**config.mk**
```make
export PLATFORM = sky130hd
export DESIGN_NAME = resistor_ladder_button_events_core
export DESIGN_NICKNAME = d
export VERILOG_FILES = /design/src/sv/rlbe_pkg.sv /design/src/sv/resistor_ladder_button_events_core.sv
export SDC_FILE = /design/constraint.sdc
export NUM_CORES = 2
export LEC_CHECK = 0
export ABC_AREA = 1
export BUFFER_PORTS_ARGS = -buffer_cell sky130_fd_sc_hd__buf_2
export CAP_MARGIN = 20
export CORE_MARGIN = 1
export CORE_UTILIZATION = 50
export DETAILED_ROUTE_END_ITERATION = 16
export PLACE_DENSITY = 0.71
export SLEW_MARGIN = 20
export SYNTH_ARGS = -nofsm -noshare
export SYNTH_HDL_FRONTEND = slang
export SYNTH_SLANG_ARGS = --single-unit
```
**constraint.sdc**
```tcl
create_clock -name aclk -period 8.4 [get_ports aclk]
set_input_delay 1.26 -clock aclk [delete_from_list [all_inputs] [get_ports aclk]]
set_output_delay 1.26 -clock aclk [all_outputs]
set_load 0.005 [all_outputs]
```
**src/sv/rlbe_pkg.sv**
```systemverilog
package rlbe_pkg;

    // Widths of the configuration port.
    localparam int PADDR_W = 6;
    localparam int PDATA_W = 64;

    // Largest number of button slots the register layout packs.
    localparam int SLOT_MAX = 4;

    // Samples this close to the last accepted one, or closer, are dropped.
    localparam logic [31:0] DEBOUNCE_MS = 32'd10;

    typedef logic [1:0] ev_code_t;

    localparam ev_code_t EV_DOWN  = 2'd0;
    localparam ev_code_t EV_HOLD  = 2'd1;
    localparam ev_code_t EV_CLICK = 2'd2;
    localparam ev_code_t EV_UP    = 2'd3;

    typedef logic [2:0] reg_index_t;

    localparam reg_index_t REG_BUTTON_ENABLE     = 3'd0;
    localparam reg_index_t REG_BUTTON_CENTERS    = 3'd1;
    localparam reg_index_t REG_BUTTON_TOLERANCES = 3'd2;
    localparam reg_index_t REG_HOLD_START_TIMES  = 3'd3;
    localparam reg_index_t REG_HOLD_INTERVALS    = 3'd4;
    localparam reg_index_t REG_CLICK_LIMITS      = 3'd5;

endpackage

```
**src/sv/resistor_ladder_button_events_core.sv**
```systemverilog
// Resistor-ladder keypad event detector. Each input transfer carries one 12-bit
// converter reading of the shared button ladder and a wrapping millisecond
// timestamp. A sample that arrives 10 ms or less after the last accepted sample
// is dropped without effect. Otherwise every enabled slot checks whether the
// reading lies inside its center plus or minus tolerance and reports down on a
// new press, hold once the hold start delay and the repeat interval have passed,
// and click or up on release depending on the click limit. Each event leaves as
// one output transfer carrying the slot, the event code and a flag on the final
// event of the sample; events of one sample leave in ascending slot order. A
// sample is taken into an input register, evaluated combinationally, and its
// events are parked in a small event buffer that drains one transfer per cycle
// while m_ready is high. A new sample is taken while the previous sample's final
// event leaves, so samples with no events stream at one per cycle. The output
// buffer drain, one event per cycle while m_ready is high, is what sets the rate.
// Configuration goes through the APB port with 64-bit data, register i at byte
// address 8*i, and must only be written while the block is idle.
module resistor_ladder_button_events_core #(
    parameter int NUM_BUTTONS = 4
) (
    input  logic                        aclk,
    input  logic                        aresetn,

    input  logic                        psel,
    input  logic                        penable,
    input  logic                        pwrite,
    input  logic [rlbe_pkg::PADDR_W-1:0] paddr,
    input  logic [rlbe_pkg::PDATA_W-1:0] pwdata,
    output logic [rlbe_pkg::PDATA_W-1:0] prdata,
    output logic                        pready,

    input  logic                        s_valid,
    output logic                        s_ready,
    input  logic [11:0]                 s_adc_sample,
    input  logic [31:0]                 s_now_ms,

    output logic                        m_valid,
    input  logic                        m_ready,
    output logic [1:0]                  m_button_index,
    output logic [1:0]                  m_event_code,
    output logic                        m_last_event
);
    import rlbe_pkg::*;

    // Configuration registers, kept at their full packed widths.
    logic [3:0]  enable_reg;
    logic [47:0] centers_reg;
    logic [47:0] tolerances_reg;
    logic [63:0] hold_start_reg;
    logic [63:0] hold_interval_reg;
    logic [63:0] click_limit_reg;

    // Per-slot button state.
    logic [NUM_BUTTONS-1:0] pressed_reg;
    logic [NUM_BUTTONS-1:0] pressed_next;
    logic [31:0]            press_time_reg [NUM_BUTTONS];
    logic [31:0]            press_time_next [NUM_BUTTONS];
    logic [31:0]            hold_time_reg [NUM_BUTTONS];
    logic [31:0]            hold_time_next [NUM_BUTTONS];
    logic [31:0]            last_time_reg;

    // Input register.
    logic                   in_valid_reg;
    logic [11:0]            sample_reg;
    logic [31:0]            now_reg;

    // Event buffer: one pending bit and one code per slot.
    logic [NUM_BUTTONS-1:0] ev_mask_reg;
    logic [NUM_BUTTONS-1:0] ev_mask_next;
    ev_code_t               ev_code_reg [NUM_BUTTONS];
    ev_code_t               ev_code_next [NUM_BUTTONS];

    logic                   cfg_write;
    reg_index_t             cfg_index;
    logic                   drop;
    logic                   buf_free;
    logic                   advance;
    logic [NUM_BUTTONS-1:0] ev_low_bit;
    logic [1:0]             ev_sel;
    ev_code_t               ev_out_code;

    assign pready    = 1'b1;
    assign cfg_write = psel && penable && pwrite && pready;
    assign cfg_index = reg_index_t'(paddr[PADDR_W-1:3]);

    // The configuration registers are control state: reset clears them.
    always_ff @(posedge aclk) begin
        if (!aresetn) begin
            enable_reg        <= '0;
            centers_reg       <= '0;
            tolerances_reg    <= '0;
            hold_start_reg    <= '0;
            hold_interval_reg <= '0;
            click_limit_reg   <= '0;
        end else if (cfg_write) begin
            case (cfg_index)
                REG_BUTTON_ENABLE:     enable_reg        <= pwdata[3:0];
                REG_BUTTON_CENTERS:    centers_reg       <= pwdata[47:0];
                REG_BUTTON_TOLERANCES: tolerances_reg    <= pwdata[47:0];
                REG_HOLD_START_TIMES:  hold_start_reg    <= pwdata;
                REG_HOLD_INTERVALS:    hold_interval_reg <= pwdata;
                REG_CLICK_LIMITS:      click_limit_reg   <= pwdata;
                default: ;
            endcase
        end
    end

    always_comb begin
        case (cfg_index)
            REG_BUTTON_ENABLE:     prdata = {60'd0, enable_reg};
            REG_BUTTON_CENTERS:    prdata = {16'd0, centers_reg};
            REG_BUTTON_TOLERANCES: prdata = {16'd0, tolerances_reg};
            REG_HOLD_START_TIMES:  prdata = hold_start_reg;
            REG_HOLD_INTERVALS:    prdata = hold_interval_reg;
            REG_CLICK_LIMITS:      prdata = click_limit_reg;
            default:               prdata = '0;
        endcase
    end

    // The buffer can take a new set of events when it is empty or when its
    // final pending event leaves in this cycle.
    assign buf_free = (ev_mask_reg == '0) ||
                      (m_ready && ((ev_mask_reg & ~ev_low_bit) == '0));
    assign advance  = in_valid_reg && buf_free;
    assign s_ready  = !in_valid_reg || advance;

    always_ff @(posedge aclk) begin
        if (!aresetn) begin
            in_valid_reg <= 1'b0;
        end else if (s_ready) begin
            in_valid_reg <= s_valid;
        end
    end

    always_ff @(posedge aclk) begin
        if (s_ready && s_valid) begin
            sample_reg <= s_adc_sample;
            now_reg    <= s_now_ms;
        end
    end

    // One pass over the registered sample. Every slot is evaluated in
    // parallel; the buffer keeps slot order for the output.
    assign drop = (now_reg - last_time_reg) <= DEBOUNCE_MS;

    always_comb begin
        logic [11:0]        center;
        logic [11:0]        tol;
        logic signed [13:0] win_lo;
        logic [12:0]        win_hi;
        logic               in_win;
        logic [31:0]        since_press;
        logic [31:0]        since_hold;

        ev_mask_next = '0;
        pressed_next = pressed_reg;
        for (int i = 0; i < NUM_BUTTONS; i++) begin
            center      = centers_reg[12*i +: 12];
            tol         = tolerances_reg[12*i +: 12];
            // The window may reach below zero; compare as plain integers.
            win_lo      = $signed({2'b00, center}) - $signed({2'b00, tol});
            win_hi      = {1'b0, center} + {1'b0, tol};
            in_win      = ($signed({2'b00, sample_reg}) >= win_lo) &&
                          ({1'b0, sample_reg} <= win_hi);
            since_press = now_reg - press_time_reg[i];
            since_hold  = now_reg - hold_time_reg[i];

            ev_code_next[i]    = EV_DOWN;
            press_time_next[i] = press_time_reg[i];
            hold_time_next[i]  = hold_time_reg[i];

            if (!drop) begin
                if (!enable_reg[i]) begin
                    // A disabled slot forgets its press without an event.
                    pressed_next[i] = 1'b0;
                end else if (in_win) begin
                    if (!pressed_reg[i]) begin
                        ev_mask_next[i]    = 1'b1;
                        ev_code_next[i]    = EV_DOWN;
                        press_time_next[i] = now_reg;
                    end else if (since_press >= {16'd0, hold_start_reg[16*i +: 16]} &&
                                 since_hold >= {16'd0, hold_interval_reg[16*i +: 16]}) begin
                        ev_mask_next[i]   = 1'b1;
                        ev_code_next[i]   = EV_HOLD;
                        hold_time_next[i] = now_reg;
                    end
                    pressed_next[i] = 1'b1;
                end else begin
                    if (pressed_reg[i]) begin
                        ev_mask_next[i] = 1'b1;
                        ev_code_next[i] =
                            (since_press <= {16'd0, click_limit_reg[16*i +: 16]}) ?
                            EV_CLICK : EV_UP;
                    end
                    pressed_next[i] = 1'b0;
                end
            end
        end
    end

    always_ff @(posedge aclk) begin
        if (!aresetn) begin
            pressed_reg   <= '0;
            last_time_reg <= '0;
            for (int i = 0; i < NUM_BUTTONS; i++) begin
                press_time_reg[i] <= '0;
                hold_time_reg[i]  <= '0;
            end
        end else if (advance && !drop) begin
            pressed_reg   <= pressed_next;
            last_time_reg <= now_reg;
            for (int i = 0; i < NUM_BUTTONS; i++) begin
                press_time_reg[i] <= press_time_next[i];
                hold_time_reg[i]  <= hold_time_next[i];
            end
        end
    end

    // Lowest pending slot goes out first.
    always_comb begin
        ev_low_bit  = '0;
        ev_sel      = '0;
        ev_out_code = EV_DOWN;
        for (int i = NUM_BUTTONS - 1; i >= 0; i--) begin
            if (ev_mask_reg[i]) begin
                ev_low_bit    = '0;
                ev_low_bit[i] = 1'b1;
                ev_sel        = 2'(i);
                ev_out_code   = ev_code_reg[i];
            end
        end
    end

    always_ff @(posedge aclk) begin
        if (!aresetn) begin
            ev_mask_reg <= '0;
        end else if (advance) begin
            ev_mask_reg <= ev_mask_next;
        end else if (m_valid && m_ready) begin
            ev_mask_reg <= ev_mask_reg & ~ev_low_bit;
        end
    end

    always_ff @(posedge aclk) begin
        if (advance) begin
            for (int i = 0; i < NUM_BUTTONS; i++) begin
                ev_code_reg[i] <= ev_code_next[i];
            end
        end
    end

    assign m_valid        = (ev_mask_reg != '0);
    assign m_button_index = ev_sel;
    assign m_event_code   = ev_out_code;
    assign m_last_event   = ((ev_mask_reg & ~ev_low_bit) == '0);

endmodule

```
==> out/qor.csv <==
stage;metric;value;unit
timing;relSlewSlack;0.2397;
final_layout;fin_nets;8377;
timing;slew_violations;0;
timing;setup_viol;0;
route;drt-vias-per-instance;5.695;
critical_path;worst_ep_arrival_time;5830;ps
route;drt_iter0_markers;5290;
critical_path;critical_path.max_stage_delay;1230;ps
synth;yosysTopAreaCellShare;0.1760;
floorplan;start_util;0.5057;
final_layout;final_core_util;0.5575;
synth;syn_inst;7387;
grt;grt_pass1_wl;283.6;mm
floorplan;core_area;103900;sq um
grt;grt_usage;0.3495;
synth;ys.flop_type;dfxtp_1;
route;vias;51410;
floorplan;die_width;326.2;microns
route;drc;0;
timing;hold_viol;0;
placed_design;place_inst;8876;
clock_network;cts_setup_buffers;0;
clock_network;clk_latency;680;ps
timing;rsz0062_at_grt;false;
floorplan;dieArea;106400;sq um
critical_path;endpoint_kind;flop;
route;drt-total-wl;191.5;mm
final_layout;area_delta_synth_final;10.24;%
status;status;completed;
critical_path;path_class;flop to flop;
critical_path;reg2reg_slack;2880;ps
critical_path;critPathMaxFanout;64;
pwr;leakage;26.71;nW
clock_network;cts_max_level;3;
synth;synth_edf_count;308;
grt;grt-ovfl-total;0;
floorplan;rows;118;
final_layout;multiInputGateArea;31640;sq um
synth;ys.warnings.count;0;
placed_design;dpl_worst_slack;3112;ps
timing;skew;28.52;ps
final_layout;fillers;10070;
clock_network;cts-buffers-inserted;78;
route;drtPass1Iterations;6;
critical_path;critPathRequiredTime;8710;ps
timing;max_freq;181.3;MHz
timing;layout_setup_ws;2884;ps
synth;mappedNetlistArea;52560;sq um
route;wl_per_cell;21.22;microns
placed_design;portBuffers;188;
timing;tns;0;ps
final_layout;seq_area;15920;sq um
critical_path;start_kind;flop;
timing;final.min_clock_period;5516;ps
synth;synthArstFlopShare;0;
pwr;peakVddDrop;0.0001750;V
synth;synth_top_area_cell;edfxtp_1;
grt;antenna_found_initial;12;
synth;synth_cell_types;58;
synth;synth-seq-cells;641;
clock_network;cts-root-buf;clkbuf_16;
critical_path;cpMaxStageDelayCell;nor2_2;
grt;grt_pass1_vias;46980;
clock_network;clk_path_buf_depth;3;
synth;seq_area_frac_synth;0.3028;
grt;grt_max_degree;228;
final_layout;final_cells;9028;
timing;tightest_slew;1139;ps
critical_path;path_cells;buf_4, inv_1, buf_4, fa_1, inv_1, nand3_1, nand2_2, nand2_1, nand2_1, nand2_1, nand2_1, nand3_1, nand3b_1, nand2_1, nand3_1, nor2_2, nand3_4, nand3_4, nor2_2;
placed_design;post-dp-hpwl;148.1;mm
final_layout;drive_gt1_frac;0.06022;
pwr;p_per_area;197.0;nW/um^2
route;drtAntennaViolNets;0;
floorplan;io_pins;193;
clock_network;cts_resized;0;
clock_network;cts_hold_buf;0;
flow_run;maxCapViolations;0;
hold_path;worstHoldPathType;flop to flop;
clock_network;clock_sinks;641;
synth;yosys-top-cells-area;edfxtp_1 (18%), ha_1 (16%), dfxtp_1 (13%);
floorplan;die_h;326.2;microns
critical_path;path_common_cell;nand2_1;
placed_design;routabilityCongestion;0.9832;
synth;syn_nets;8188;
synth;syn_avg_cell_area;7.116;sq um
timing;post-route-period-util;0.6566;
clock_network;cts_tree;built;
clock_network;cts.reportedPaths.clkPinSlew;60;ps
-- placed cells by master, fill, tap and decap left out, types with 42 or more instances in the layout --
master	n
a221oi_1	50
nand4_1	88
clkbuf_16	85
nand3b_1	45
dfxtp_1	333
nand3_1	317
buf_4	65
o21ai_0	590
inv_1	1174
nand2_1	1518
buf_2	187
xor2_1	192
a21oi_1	767
o22ai_1	42
edfxtp_1	308
nor3_1	94
ha_1	663
nor2_1	718
-- where the power goes --
group	total (W)	leakage [nW]	switching [W]	internal [W]
combinational	0.00422	19.5	0.00284	0.00138
clock	0.00364	1.34	0.00152	0.00212
sequential	0.00356	5.84	0.0000962	0.00346
-- critical path, delay by kind of cell, from the launching register on --
kind	cells	cell delay [ps]
simple gates	14	3190
buf+inv	4	1010
fa+ha+maj	1	510
flops	1	320
-- worst paths after layout --
kind                               startpoint                                to  cells past startpoint
min          click_limit_reg[51]$_SDFFE_PN0P_  click_limit_reg[51]$_SDFFE_PN0P_                      2
min reg2reg  click_limit_reg[51]$_SDFFE_PN0P_  click_limit_reg[51]$_SDFFE_PN0P_                      2
max reg2reg              now_reg[1]$_DFFE_PP_     hold_time_reg[2][2]$_DFFE_PP_                     19
max                      now_reg[1]$_DFFE_PP_     hold_time_reg[2][2]$_DFFE_PP_                     19
-- logic make-up after synthesis --
group / after synthesis / share of synthesized area
buffers and inverters: 1332 / 0.09640
AO/OA/AOI/OAI: 1654 / 0.1730
XOR/XNOR: 222 / 0.03699
flip-flops: 641 / 0.3028
AND/OR/NAND/NOR: 2857 / 0.2265
other: 1 / 0.00007134
adder cells (fa/ha/maj): 680 / 0.1643
-- synth_stat cells, types with 12 or more instances --
library cell / count
and2_1: 12
nand2_1: 1519
o221ai_1: 25
a21oi_1: 767
o22ai_1: 42
xor2_1: 192
a211oi_1: 22
dfxtp_1: 333
o21ai_0: 597
o21bai_1: 28
nor2_1: 722
nand4_1: 88
a21o_1: 24
a221oi_1: 50
nand3_1: 317
a31o_1: 25
xnor2_1: 30
nor3_1: 97
clkbuf_1: 122
nor2_2: 17
fa_1: 17
edfxtp_1: 308
o21a_1: 17
inv_1: 1180
nand3b_1: 45
ha_1: 663
-- routing by layer --
layer / part of all wire / up-vias / GRT usage
met4: 0.051 / 2 / 0.1636
li1: - / 25060 / -
met1: 0.44 / 23850 / 0.4829
met3: 0.082 / 384 / 0.05429
met5: 0.000057 / - / 0
met2: 0.43 / 2122 / 0.5342
-- metrics by stage --
| step | hold slack, ps | power [W] | cell area, sq um |
|---|---|---|---|
| floorplan | 449.0 | 0.006421 | 52560 |
| global placement | 458.5 | 0.007619 | 55200 |
| detailed placement | 464.5 | 0.007708 | 55200 |
| CTS | 478.1 | 0.01132 | 57920 |
| global route | 489.1 | 0.01200 | 57930 |
| finish | 479.3 | 0.01142 | 57950 |
-- layout make-up --
| class | instances | share of cell area |
|---|---|---|
| Timing Repair Buffer | 254 | 0.02516 |
| Tap cell | 1380 | 0.02980 |
| Sequential cell | 641 | 0.2747 |
| Inverter | 1187 | 0.07696 |
| Multi-Input combinational cell | 5414 | 0.5460 |
| Clock inverter | 35 | 0.007449 |
| Clock buffer | 108 | 0.03958 |
| Antenna cell | 9 | 0.0003887 |
Note: power is estimated with default switching activity, not from simulation.
